$ cat config.mk
export PLATFORM = sky130hd
export DESIGN_NAME = sgi_ram
export DESIGN_NICKNAME = d
export VERILOG_FILES = /design/src/sv/staggered_grid_interpolator_macros.svh /design/src/sv/sgi_ram.sv
export SDC_FILE = /design/constraint.sdc
export NUM_CORES = 1
export LEC_CHECK = 0
export BUFFER_PORTS_ARGS = -buffer_cell sky130_fd_sc_hd__buf_2
export CAP_MARGIN = 20
export CORE_ASPECT_RATIO = 0.8
export CORE_MARGIN = 2
export CORE_UTILIZATION = 60
export CTS_BUF_LIST = sky130_fd_sc_hd__clkbuf_8 sky130_fd_sc_hd__clkbuf_16
export CTS_CLUSTER_DIAMETER = 50
export DETAILED_ROUTE_END_ITERATION = 6
export GPL_ROUTABILITY_DRIVEN = 0
export PLACE_DENSITY_LB_ADDON = 0.08
export SLEW_MARGIN = 0
export SYNTH_ARGS = -nofsm -noshare
export SYNTH_HDL_FRONTEND = slang
export SYNTH_SLANG_ARGS = --single-unit
$ cat constraint.sdc
create_clock -name clk -period 2.2 [get_ports clk]
set_clock_uncertainty 0.05 [all_clocks]
set_input_delay 0.22 -clock clk [delete_from_list [all_inputs] [get_ports clk]]
set_output_delay 0.22 -clock clk [all_outputs]
set_load 0.02 [all_outputs]
$ cat src/sv/staggered_grid_interpolator_macros.svh
`ifndef STAGGERED_GRID_INTERPOLATOR_MACROS_SVH
`define STAGGERED_GRID_INTERPOLATOR_MACROS_SVH

// consequent must hold in the same cycle as the antecedent
`define SGI_ASSERT_SAME(label, clk, rst_n, ante, cons) \
	label: assert property (@(posedge clk) disable iff (!rst_n) (ante) |-> (cons)) \
		else $error("sgi: same-cycle check failed");

// consequent must hold in the cycle after the antecedent
`define SGI_ASSERT_NEXT(label, clk, rst_n, ante, cons) \
	label: assert property (@(posedge clk) disable iff (!rst_n) (ante) |=> (cons)) \
		else $error("sgi: next-cycle check failed");

`endif

$ cat src/sv/sgi_ram.sv
`default_nettype none

module sgi_ram #(
	parameter int WIDTH = 8,
	parameter int DEPTH = 16
) (
	input  logic                     clk,
	input  logic                     wr_en,
	input  logic [$clog2(DEPTH)-1:0] wr_addr,
	input  logic [WIDTH-1:0]         wr_data,
	input  logic                     rd_en,
	input  logic [$clog2(DEPTH)-1:0] rd_addr,
	output logic [WIDTH-1:0]         rd_data
);

	logic [WIDTH-1:0] mem_q [DEPTH];
	logic [WIDTH-1:0] rd_data_q;

	always_ff @(posedge clk) begin
		if (wr_en) begin
			mem_q[wr_addr] <= wr_data;
		end
		if (rd_en) begin
			rd_data_q <= mem_q[rd_addr];
		end
	end

	assign rd_data = rd_data_q;

endmodule

`default_nettype wire

==> results.tsv, run 1 <==
metric	value	unit
outcome	complete, no violations	
initial_utilization	0.616	
die_h	87.5	um
grt_pass1_wl	15100	um
layout.nets	304	
io_pins	27	
via_per_inst	6.15	
first_global_vias	2514	
cp-end-kind	flop	
area_growth	18.7	%
syn_inst	229	
drtPass1Iterations	5	
layout_min_cycle_time	1.57	ns
synth_area	5230	sq um
ys_ff_latch	136	
synthAdderAreaFrac	0	
final.setup.tns	0	ns
die_width	108	um
synth_compound_gate_area_share	0.0230	
synth-main-ff-cell	edfxtp_1	
period_share	0.713	
clock_latency	0.52	ns
synth_top_area_frac	0.781	
max_freq	0.638	GHz
root_buffer	clkbuf_8	
drive_gt1_frac	0.322	
yosysWarnings	0	
critical_path_buf_inv_count	0	
core-area	8480	sq um
setup_ws	0.632	ns
async_flop_share	0	
rsz0062_at_grt	false	
htree_levels	4	
clock_sinks	136	
ys_seq_area_frac	0.781	
hold_viol	0	
switchingPower	1.18	mW
maxCapViolCount	0	
pwr-share-comb	0.047	
diodes	0	
min_path_type	primary input to flop	
ant_nets	0	
cp_cell_sequence	mux4_1 > a22oi_1 > nand2_1	
critical_path_class	flop to flop	
dp.cells	378	
stdcell_count	410	
p_leak	2.12	nW
yosysTopAreaCell	edfxtp_1	
setup_viol	0	
drtIter0Drc	216	
cts_buffers	17	
rows	30	
power_density	973	nW/um^2
slowest_stage	mux4_1	
path_max_fanout	1	
portBuffers	26	
grt_max_degree	33	
cp_top_family	multiplexers	
cts_setup_buffers	0	
synth_xor_area_frac	0	
pre_cts_ws	0.274	ns
seq_power_share	0.486	
worstPathRequired	2.41	ns
synthMuxAreaShare	0.148	
antenna_found_initial	0	
synth_top_family_by_area	multiplexers	
vdd_drop_max	0.000687	V
dp_hpwl	6180	um
critPathMaxStageDelay	0.56	ns
grt_overflow	0	
final_util	0.732	
drcViolationCount	0	
synth_area_leaders	edfxtp_1 (78%), mux4_2 (7.8%), mux4_1 (7.0%), a22oi_1 (2.3%), nor2_1 (0.93%)	
clk_path_buf_depth	2	
sw_frac_of_total	0.196	
internal_power	4.86	mW
cts_tree	done	
grt_use_total	0.240	
vias	2522	
netlist_top_cells_count	edfxtp_1 (136), mux4_2 (18), a22oi_1 (16), mux4_1 (14), nor2_1 (13)	
yosys.cell_count.top_type	edfxtp_1	
tightest_slew	0.391	ns
critPathLaunchType	flop	
drt-total-wl	10100	um
power_frac_clock	0.466	
synth_simple_gate_area_frac	0.0314	
fp.dieArea	9480	sq um
yosysUniqueCellTypes	18	
synth_nets	248	
synth-edff-count	136	
avgSynthCellArea	22.8	sq um
cts_resized	0	
relSlewSlack	0.740	
cp.arrival	1.78	ns
routedWlPerCell	24.6	um
postCtsHoldBufs	0	
clkTransAtPathRegs	0.06	ns
drv_slew	0	
[metal layers]
metal	vias up	global-route usage	routed length [um]
met4	0	0.0734	101
met2	113	0.347	4830
met1	1300	0.360	4380
li1	1096	-	-
met5	-	0	0
met3	13	0.0726	786
[cell type report]
class                   count  area, sq um
repair buffers             47          325
well taps                 112          140
flip-flops and latches    136         4080
clock buffers              17          414
clock inverters            15          185
fillers                   513         2280
multi-input cells          83         1060
[final timing paths]
check                                  start    endpoint  slack (ns)  depth (start not counted)
worst max-delay path             mem_q[6][3]  rd_data[3]        0.63                          3
worst min-delay path                   rd_en  rd_data[6]        0.02                          1
worst max register to register   mem_q[6][3]  rd_data[3]        0.63                          3
worst min register to register  mem_q[11][4]  rd_data[4]        0.71                          3
[metrics by stage]
stage	power, mW	hold WS (ns)	instance area, sq um
floorplan	3.15	0.269	5230
global placement	3.27	0.543	5610
detailed placement	3.28	0.549	5610
CTS	6.08	0.00551	6210
global route	6.22	0.00813	6210
finish	6.04	0.0249	6210
[state kept, by name, summed over array words and instances, names as in the netlist]
register / count
mem_q: 128
rd_data: 8
[power by group through the flow]
stage / Clock, mW / Sequential, mW / Combinational, mW
after floorplan: 0 / 3.00 / 0.147
after global placement: 0 / 2.99 / 0.282
after detailed placement: 0 / 2.99 / 0.288
after CTS: 2.85 / 2.94 / 0.289
after global routing: 2.97 / 2.94 / 0.310
final: 2.82 / 2.94 / 0.286
[layout by cell type (no fill, tap or decap), drive strengths merged, types with 4 or more instances in the layout]
cell type,count
nor3,4
nand2,9
bufinv,4
buf,47
nor2,13
a22oi,16
edfxtp,136
clkbuf,17
clkinv,5
clkinvlp,5
mux4,32
[cells by family after synthesis]
kind of cell | after synthesis
and+or+nand+nor | 35
AOI/OAI and AO/OA | 16
muxes | 32
buffers and inverters | 10
DFF | 136
No activity file was read; power rests on OpenSTA's default activity.
==> inputs of run 2 (changes only) <==
clock period = 1.5 ns   (was 2.2 ns; I/O delays follow)
==> results.tsv, run 2 (same netlist as run 1, synthesis figures left out) <==
metric	value	unit
dp.cells	387	
sw_frac_of_total	0.193	
die_width	108	um
relSlewSlack	0.364	
critical_path_class	flop to flop	
power_frac_clock	0.458	
cp_cell_sequence	mux4_2 > a22oi_2 > nand2_1	
pwr-share-comb	0.055	
power_density	1390	nW/um^2
drive_gt1_frac	0.377	
portBuffers	26	
path_max_fanout	1	
worstPathRequired	1.70	ns
critical_path_buf_inv_count	0	
seq_power_share	0.487	
vdd_drop_max	0.000981	V
diodes	0	
rsz0062_at_grt	true	
grt_pass1_wl	16000	um
regMostFlops	mem_q	
die_h	87.5	um
antenna_found_initial	0	
cp_top_family	multiplexers	
maxCapViolCount	0	
tightest_slew	0.952	ns
vias	2600	
drt-total-wl	10800	um
hold_viol	0	
internal_power	7.14	mW
layout_min_cycle_time	1.52	ns
cp-end-kind	flop	
power	8.86	mW
cts_tree	done	
core-area	8480	sq um
ant_nets	0	
via_per_inst	6.12	
clk_path_buf_depth	2	
holdPathStages	3	
ff2ff_path_depth	3	
design_area	6370	sq um
cp.arrival	1.72	ns
stdcell_count	425	
routedWlPerCell	25.5	um
rr_startpoint	mem_q[3][7]	
violations	negative setup slack	
drtPass1Iterations	4	
final_cell_mix	edfxtp_1 (136), mux4_2 (27), buf_2 (26)	
cts_buffers	17	
multiInputGateArea	1060	sq um
layout.nets	322	
htree_levels	4	
largest_register_ff_count	128	
first_global_vias	2583	
slowest_stage	mux4_2	
period_share	1.01	
r2r-end	rd_data[7]	
nFillCells	490	
drv_slew	0	
switchingPower	1.71	mW
rows	30	
drcViolationCount	0	
grt_max_degree	18	
grt_overflow	0	
min_path_type	primary input to flop	
hp-start	wr_addr[0]	
critPathMaxStageDelay	0.50	ns
pre_cts_ws	-0.361	ns
drtIter0Drc	257	
hold_end	mem_q[0][0]	
setup_viol	1	
area_growth	21.9	%
critPathLaunchType	flop	
p_leak	2.18	nW
clock_sinks	136	
seqCellArea	4080	sq um
outcome	finished, violations left	
initial_utilization	0.616	
place_area	5700	sq um
max_freq	0.659	GHz
root_buffer	clkbuf_8	
clkTransAtPathRegs	0.06	ns
layout_commonest_cell	edfxtp_1	
setup_ws	-0.0176	ns
r2r_slack	-0.02	ns
fp.dieArea	9480	sq um
dp_hpwl	6580	um
clock_latency	0.52	ns
io_pins	27	
grt_use_total	0.255	
[run 2: cell count changes in the layout (fill, tap and decap cells not counted), moves of 2 or more]
cell	before	now
buf_12	3	5
clkinvlp_4	5	1
a22oi_2	0	7
mux4_2	18	27
a22oi_1	16	9
buf_4	18	25
dlygate4sd3_1	0	9
mux4_1	14	5
[run 2: worst reg2reg max path, delay by kind of cell, from the launching register on]
kind	cells	cell delay (ns)
and+or+nand+nor	1	0.08
AOI/OAI and AO/OA	1	0.27
muxes	1	0.50
DFF	1	0.35
[run 2: power by group through the flow]
stage	combinational (mW)	sequential, mW	clock [mW]
2_1_floorplan	0.216	4.40	0
3_3_place_gp	0.440	4.38	0
3_5_place_dp	0.448	4.39	0
4_1_cts	0.481	4.31	4.10
5_1_grt	0.520	4.32	4.27
6_report	0.486	4.31	4.06
[run 2: final cells by class]
cell class | instances | share of cell area
Clock buffer | 17 | 0.0650
Clock inverter | 12 | 0.0255
Multi-Input combinational cell | 83 | 0.167
Sequential cell | 136 | 0.641
Tap cell | 112 | 0.0220
Timing Repair Buffer | 65 | 0.0797
[run 2: worst max path at each step]
stage | start | end | slack (ns) | depth (start not counted)
after global routing | mem_q[0][7] | rd_data[7] | -0.06 | 3
after global placement | rd_addr[0] | rd_data[7] | -0.35 | 6
after CTS | mem_q[3][7] | rd_data[7] | -0.008 | 3
after detailed placement | rd_addr[0] | rd_data[2] | -0.36 | 6
after floorplan | rd_addr[0] | rd_data[1] | 0.02 | 5
final | mem_q[3][7] | rd_data[7] | -0.02 | 3
[run 2: layer usage]
metal	vias to the layer above	GRT usage	share of wire
li1	1124	-	-
met1	1350	0.365	0.43
met2	114	0.391	0.49
met3	12	0.0718	0.060
met4	0	0.0804	0.017
met5	-	0	0
[run 2: timing repair]
action / CTS / global route
gates resized for setup: 8 / 8
setup buffers: 0 / 0
endpoints found under the setup margin: 5 / 6
endpoints found under the hold margin: 136 / 0
pin swaps: 5 / 2
hold buffers: 9 / 0
[run 2: per-stage QoR]
stage,setup TNS [ns],hold WS [ns],utilization
after floorplan,0,0.199,-
after global placement,-1.69,0.490,0.672
after detailed placement,-1.96,0.487,0.672
after CTS,-0.00756,0.0682,0.752
after global routing,-0.0920,0.0901,0.751
final,-0.0176,0.0895,0.751
