$ cat src/sv/staggered_grid_interpolator_macros.svh
`ifndef STAGGERED_GRID_INTERPOLATOR_MACROS_SVH
`define STAGGERED_GRID_INTERPOLATOR_MACROS_SVH

// consequent must hold in the same cycle as the antecedent
`define SGI_ASSERT_SAME(label, clk, rst_n, ante, cons) \
	label: assert property (@(posedge clk) disable iff (!rst_n) (ante) |-> (cons)) \
		else $error("sgi: same-cycle check failed");

// consequent must hold in the cycle after the antecedent
`define SGI_ASSERT_NEXT(label, clk, rst_n, ante, cons) \
	label: assert property (@(posedge clk) disable iff (!rst_n) (ante) |=> (cons)) \
		else $error("sgi: next-cycle check failed");

`endif

$ cat src/sv/sgi_pkg.sv
`default_nettype none

package sgi_pkg;

	localparam int SAMPLE_BITS   = 24;
	localparam int MAX_ROWS      = 1024;
	localparam int ROW_BITS      = $clog2(MAX_ROWS);
	localparam int ROWS_REG_BITS = ROW_BITS + 1;
	localparam int COL_BITS      = 16;
	localparam int CFG_DATA_BITS = 16;
	localparam int CFG_IDX_BITS  = 2;
	localparam int ROWS_RESET    = 1024;
	localparam int COLS_RESET    = 1024;
	localparam int NRES          = 4;
	localparam int RES_IDX_BITS  = $clog2(NRES);
	// weights of an adjoint sum add up to at most nine
	localparam int ACC_BITS      = SAMPLE_BITS + 4;

	typedef enum logic [CFG_IDX_BITS-1:0] {
		REG_MODE = 2'd0,
		REG_ROWS = 2'd1,
		REG_COLS = 2'd2
	} reg_idx_t;

	typedef enum logic {
		MODE_FWD = 1'b0,
		MODE_ADJ = 1'b1
	} mode_t;

	typedef logic signed [SAMPLE_BITS-1:0] sample_t;
	typedef logic signed [ACC_BITS-1:0] acc_t;

	typedef struct packed {
		sample_t in_vel_x;
		sample_t in_vel_z;
		sample_t in_stress_xx;
		sample_t in_stress_zz;
		sample_t in_stress_xz;
	} in_item_t;

	typedef struct packed {
		sample_t out_vel_x;
		sample_t out_vel_z;
		sample_t out_stress_xx;
		sample_t out_stress_zz;
		sample_t out_stress_xz;
		logic [COL_BITS-1:0] out_col;
		logic [ROW_BITS-1:0] out_row;
		logic last_of_run;
	} out_item_t;

	typedef struct packed {
		mode_t mode;
		logic xl;
		logic zl;
		logic [COL_BITS-1:0] col;
		logic [ROW_BITS-1:0] row;
	} calc_ctl_t;

	typedef struct packed {
		logic [NRES-1:0] mask;
		out_item_t [NRES-1:0] item;
	} res_set_t;

	function automatic sample_t avg2(sample_t a, sample_t b);
		logic [SAMPLE_BITS:0] s;
		s = {a[SAMPLE_BITS-1], a} + {b[SAMPLE_BITS-1], b};
		return s[SAMPLE_BITS:1];
	endfunction

	function automatic sample_t avg4(sample_t a, sample_t b, sample_t c, sample_t d);
		logic [SAMPLE_BITS+1:0] s;
		s = {{2{a[SAMPLE_BITS-1]}}, a} + {{2{b[SAMPLE_BITS-1]}}, b}
			+ {{2{c[SAMPLE_BITS-1]}}, c} + {{2{d[SAMPLE_BITS-1]}}, d};
		return s[SAMPLE_BITS+1:2];
	endfunction

	function automatic acc_t acc_ext(sample_t s);
		return {{(ACC_BITS-SAMPLE_BITS){s[SAMPLE_BITS-1]}}, s};
	endfunction

	// floor(sum / 4), clamped to the sample range
	function automatic sample_t sat_quarter(acc_t sum);
		acc_t q;
		logic [ACC_BITS-SAMPLE_BITS:0] hi;
		q  = sum >>> 2;
		hi = q[ACC_BITS-1:SAMPLE_BITS-1];
		if ((&hi) || !(|hi)) begin
			return q[SAMPLE_BITS-1:0];
		end else if (q[ACC_BITS-1]) begin
			return {1'b1, {(SAMPLE_BITS-1){1'b0}}};
		end else begin
			return {1'b0, {(SAMPLE_BITS-1){1'b1}}};
		end
	endfunction

endpackage

`default_nettype wire

$ cat src/sv/sgi_calc.sv
`default_nettype none

module sgi_calc (
	input  sgi_pkg::in_item_t  cur,
	input  sgi_pkg::in_item_t  left,
	input  sgi_pkg::in_item_t  up,
	input  sgi_pkg::in_item_t  diag,
	input  sgi_pkg::calc_ctl_t ctl,
	output sgi_pkg::res_set_t  res
);

	import sgi_pkg::*;

	function automatic out_item_t make_item(sample_t v0, sample_t v1, sample_t v2,
			sample_t v3, sample_t v4, logic [COL_BITS-1:0] col,
			logic [ROW_BITS-1:0] row);
		out_item_t o;
		o.out_vel_x     = v0;
		o.out_vel_z     = v1;
		o.out_stress_xx = v2;
		o.out_stress_zz = v3;
		o.out_stress_xz = v4;
		o.out_col       = col;
		o.out_row       = row;
		o.last_of_run   = 1'b0;
		return o;
	endfunction

	logic has_left;
	logic has_up;
	logic [COL_BITS-1:0] col_m1;
	logic [ROW_BITS-1:0] row_m1;
	logic [1:0] sh_x;
	logic [1:0] sh_z;
	logic [1:0] sh_xz;
	acc_t acc0;
	acc_t acc1;
	acc_t acc4;

	always_comb begin
		has_left = ctl.col != '0;
		has_up   = ctl.row != '0;
		col_m1   = COL_BITS'(ctl.col - 1'b1);
		row_m1   = ROW_BITS'(ctl.row - 1'b1);
		sh_x     = {1'b0, ctl.xl};
		sh_z     = {1'b0, ctl.zl};
		sh_xz    = sh_x + sh_z;

		// point one column and one row back: full 2x2 block
		res.item[0] = make_item(avg2(diag.in_vel_x, up.in_vel_x),
			avg2(diag.in_vel_z, left.in_vel_z), diag.in_stress_xx, diag.in_stress_zz,
			avg4(diag.in_stress_xz, left.in_stress_xz, up.in_stress_xz, cur.in_stress_xz),
			col_m1, row_m1);
		// previous column, last row
		res.item[1] = make_item(avg2(left.in_vel_x, cur.in_vel_x), left.in_vel_z,
			left.in_stress_xx, left.in_stress_zz,
			avg2(left.in_stress_xz, cur.in_stress_xz), ctl.col, ctl.row);
		res.item[1].out_col = col_m1;
		// last column, previous row
		res.item[2] = make_item(up.in_vel_x, avg2(up.in_vel_z, cur.in_vel_z),
			up.in_stress_xx, up.in_stress_zz,
			avg2(up.in_stress_xz, cur.in_stress_xz), ctl.col, row_m1);
		// corner point
		res.item[3] = make_item(cur.in_vel_x, cur.in_vel_z, cur.in_stress_xx,
			cur.in_stress_zz, cur.in_stress_xz, ctl.col, ctl.row);

		acc0 = (acc_ext(cur.in_vel_x) <<< (sh_x + 2'd1))
			+ (has_left ? (acc_ext(left.in_vel_x) <<< 1) : acc_t'(0));
		acc1 = (acc_ext(cur.in_vel_z) <<< (sh_z + 2'd1))
			+ (has_up ? (acc_ext(up.in_vel_z) <<< 1) : acc_t'(0));
		acc4 = (acc_ext(cur.in_stress_xz) <<< sh_xz)
			+ (has_up ? (acc_ext(up.in_stress_xz) <<< sh_x) : acc_t'(0))
			+ (has_left ? (acc_ext(left.in_stress_xz) <<< sh_z) : acc_t'(0))
			+ ((has_left && has_up) ? acc_ext(diag.in_stress_xz) : acc_t'(0));

		if (ctl.mode == MODE_ADJ) begin
			res.mask    = NRES'(1);
			res.item[0] = make_item(sat_quarter(acc0), sat_quarter(acc1),
				cur.in_stress_xx, cur.in_stress_zz, sat_quarter(acc4),
				ctl.col, ctl.row);
		end else begin
			res.mask = {ctl.xl && ctl.zl, ctl.xl && has_up,
				has_left && ctl.zl, has_left && has_up};
		end
	end

endmodule

`default_nettype wire

$ cat config.mk
export PLATFORM = sky130hd
export DESIGN_NAME = sgi_calc
export DESIGN_NICKNAME = d
export VERILOG_FILES = /design/src/sv/staggered_grid_interpolator_macros.svh /design/src/sv/sgi_pkg.sv /design/src/sv/sgi_calc.sv
export SDC_FILE = /design/constraint.sdc
export NUM_CORES = 1
export LEC_CHECK = 0
export ABC_AREA = 1
export BUFFER_PORTS_ARGS = -buffer_cell sky130_fd_sc_hd__buf_2
export CORE_AREA = 2 2 428 430
export DETAILED_ROUTE_END_ITERATION = 12
export DIE_AREA = 0 0 430 432
export GPL_TIMING_DRIVEN = 0
export PLACE_DENSITY = 0.39
export SETUP_SLACK_MARGIN = 0.02
export SLEW_MARGIN = 20
export SYNTH_ARGS = -nofsm -noshare
export SYNTH_HDL_FRONTEND = slang
export SYNTH_SLANG_ARGS = --single-unit
export TNS_END_PERCENT = 1
$ cat constraint.sdc
create_clock -name vclk -period 9.4
set_input_delay 0.47 -clock vclk [all_inputs]
set_output_delay 0.47 -clock vclk [all_outputs]
set_load 0.05 [all_outputs]
==> results.md <==
Timing:
- The max-slew violation count is 0.
- In the finished design, the share of the clock period the worst path needs comes to between 70% and 80%.
- Setup violations remaining at the end of the flow were counted as 0.
- Setup repair after global routing left no endpoint under its margin.
- Summed over all failing endpoints, the final setup total negative slack is 0 ns.
- For the pin with the worst max-slew slack, the measured transition is 1.08 ns.
- Headroom to the max-slew limit came out at 27.9%.
- The shortest clock period the worst path allows after layout is 7.40 ns.
- Static timing analysis puts the maximum clock frequency at 135 MHz.
- The final hold violation count came to 0.

Route:
- Using the TritonRoute via totals, the vias-per-cell ratio works out to 4.00.
- For this run, the detailed router's first-pass iteration total came to 6.
- The DRC violations left is 0.
- Once detail routing completed, the nets flagged for antenna violations numbered 0.
- The detailed router's first-iteration violation count is 1,923.
- Detailed routing inserted a total of 29,600 vias.
- After detailed routing, the average wire length per cell comes to approximately 22 µm.
- For this block, the routed nets add up to between 150,000 and 200,000 µm of wire.

Hold path:
- The worst hold path terminates at res[380].
- The min-delay analysis places its worst path in the category in -> out.
- The worst hold path begins at up[59].
- The hold-critical path depth is 2.

Floorplanning:
- The number of I/O pins is between 1,000 and 1,500.
- The die span in x is 430 µm.
- The initial core utilization is 12.7%.
- The standard-cell row count is around 160.
- The area of the placeable core is 182,000 µm².
- In this run the vertical extent of the chip is ~430 µm.
- The area of the die is between 150,000 and 200,000 µm².

Clocking:
- The number of hold buffers added after CTS is 0.
- The count of cells resized by post-cts repair is 0.
- Post-CTS timing repair inserted 0 buffers for setup.

Global route:
- The total grt overflow is 0.
- Global routing consumed, on the met2 layer, 30.3% of the routing resources.
- The busiest metal layer after global routing is met2.
- The number of global-route vias before repair was approximately 28,000.
- Entering global routing, the biggest net connects 11 pins.
- Global routing used between 15 and 20% of the available tracks.
- The initial antenna violation count was 44.
- The met1 layer usage reported by global route is 18.9%.
- The global-route wire length before repair is 218,000 µm.
- The global routing met3 resource utilization is 2.15%.

Layout:
- In the layout the commonest cells are nand2_1 (1,125), buf_2 (1,003), inv_1 (493).
- The clock buffers instantiated in the layout total 0.
- The area growth from synthesis to layout is 35.2%.
- The post-route netlist has 29.3% of its cells at a drive strength greater than 1.
- In the final layout, flip-flops and latches occupy 0 µm².
- Leaving out fill and tap cells, the most frequent cell in the layout is nand2_1.
- The number of nets in the layout is 5,848.
- The number of fill cells in the layout is 21,400.
- The final layout contains a sequential cell count of 0.

Logic synthesis:
- The mean post-synth cell area is 5.79 µm².
- The cell area that synthesis handed to floorplanning was 23,100 µm².
- The cell count after synthesis is 3,979.
- The sequential fraction of the synthesis area is 0%.
- Yosys printed 0 warnings.
- After synthesis, the netlist uses 46 different library cells.

Worst setup path:
- The kind of critical path is in -> out.
- Of all nets on the critical path, the largest fanout is 10.
- The kind of end point of the critical path is an output port.
- The largest stage delay on the critical path is 0.56 ns.
- For the worst setup path, the data arrival time is 6.93 ns.
- The cell with the most instances on the worst path is nand2_1.
- The cell with the largest stage delay on the worst path is inv_2.
- The kind of start point of the critical path is an input pin.
- The data required time at the worst endpoint is 8.93 ns.

Place:
- The routability congestion estimate from global placement is 0.931.
- Detailed placement ended at an HPWL of between 100,000 and 150,000 µm.
- In this run the tool buffered the top-level ports with roughly 1,000 buffer cells.

Status:
- The flow ran to the end, and the final reports show no timing, DRC or antenna violations.

Job:
- Max-cap violations in this run came to 0.
## Yosys cell counts, types with 8 or more instances
library cell | instances | area [µm²]
a21boi_0 | 9 | 67.6
a21o_1 | 29 | 218
a21oi_1 | 357 | 1790
a21oi_2 | 60 | 526
a31oi_1 | 9 | 56.3
buf_1 | 13 | 48.8
buf_4 | 324 | 2430
buf_6 | 8 | 90.1
clkbuf_1 | 51 | 191
fa_1 | 111 | 2220
ha_1 | 242 | 3030
inv_1 | 493 | 1850
inv_2 | 11 | 41.3
nand2_1 | 1125 | 4220
nand2_2 | 20 | 125
nand3_1 | 128 | 641
nand4_1 | 45 | 282
nor2_1 | 337 | 1260
nor3_1 | 42 | 210
nor4_1 | 14 | 87.6
o21a_1 | 31 | 233
o21ai_0 | 262 | 1310
o21ai_1 | 16 | 80.1
o21bai_1 | 25 | 188
xnor2_1 | 45 | 394
xor2_1 | 114 | 998
## metal layers
| metal | routed length, µm | vias to the layer above |
|---|---|---|
| met4 | 7920 | 24 |
| met3 | 7970 | 172 |
| li1 | - | 14600 |
| met1 | 64000 | 13800 |
| met5 | 143 | - |
| met2 | 81800 | 970 |
## stage by stage
step                hold slack (ns)  setup WS, ns  std cells  cell area, µm²  utilization, %
detailed placement             1.24          1.91       7369           31100            17.1
finish                         1.24          2.00       7391           31200            17.2
CTS                            1.24          1.89       7369           31100            17.1
global route                   1.24          1.58       7380           31100            17.1
global placement               1.24          1.38       7367           31100            17.1
floorplan                      1.11          3.40       3982           23100               -
## critical path: cells and delay by family
family / cells / cell delay [ns]
AO/OA/AOI/OAI: 3 / 0.95
buffers and inverters: 9 / 2.06
adder cells (fa/ha/maj): 4 / 1.63
AND/OR/NAND/NOR: 11 / 1.71
## how the worst max path moves through the flow
stage	start	endpoint	slack, ns
finish	ctl[0]	res[29]	2.00
global route	ctl[0]	res[29]	1.58
CTS	ctl[0]	res[29]	1.89
detailed placement	ctl[0]	res[29]	1.91
global placement	ctl[0]	res[29]	1.38
floorplan	ctl[0]	res[27]	3.40
## cells by family (layout without fill, tap and decap cells)
| family | Yosys count | in the layout | synth area share (%) |
|---|---|---|---|
| adders and majority gates | 353 | 353 | 22.8 |
| buffers and inverters | 901 | 1903 | 20.2 |
| AOI/OAI and AO/OA | 817 | 817 | 20.0 |
| xor gates and xnor gates | 159 | 159 | 6.04 |
| other | 1 | 26 | 0.0163 |
| and+or+nand+nor | 1748 | 1748 | 30.9 |
## area by class of cell
type | instances | area, µm² | area share (%)
inverters | 504 | 1890 | 6.07
well taps | 2385 | 2980 | 9.57
multi-input cells | 3081 | 18400 | 59.0
plain buffers | 397 | 2780 | 8.91
repair buffers | 1002 | 5060 | 16.2
diodes | 22 | 55.1 | 0.177
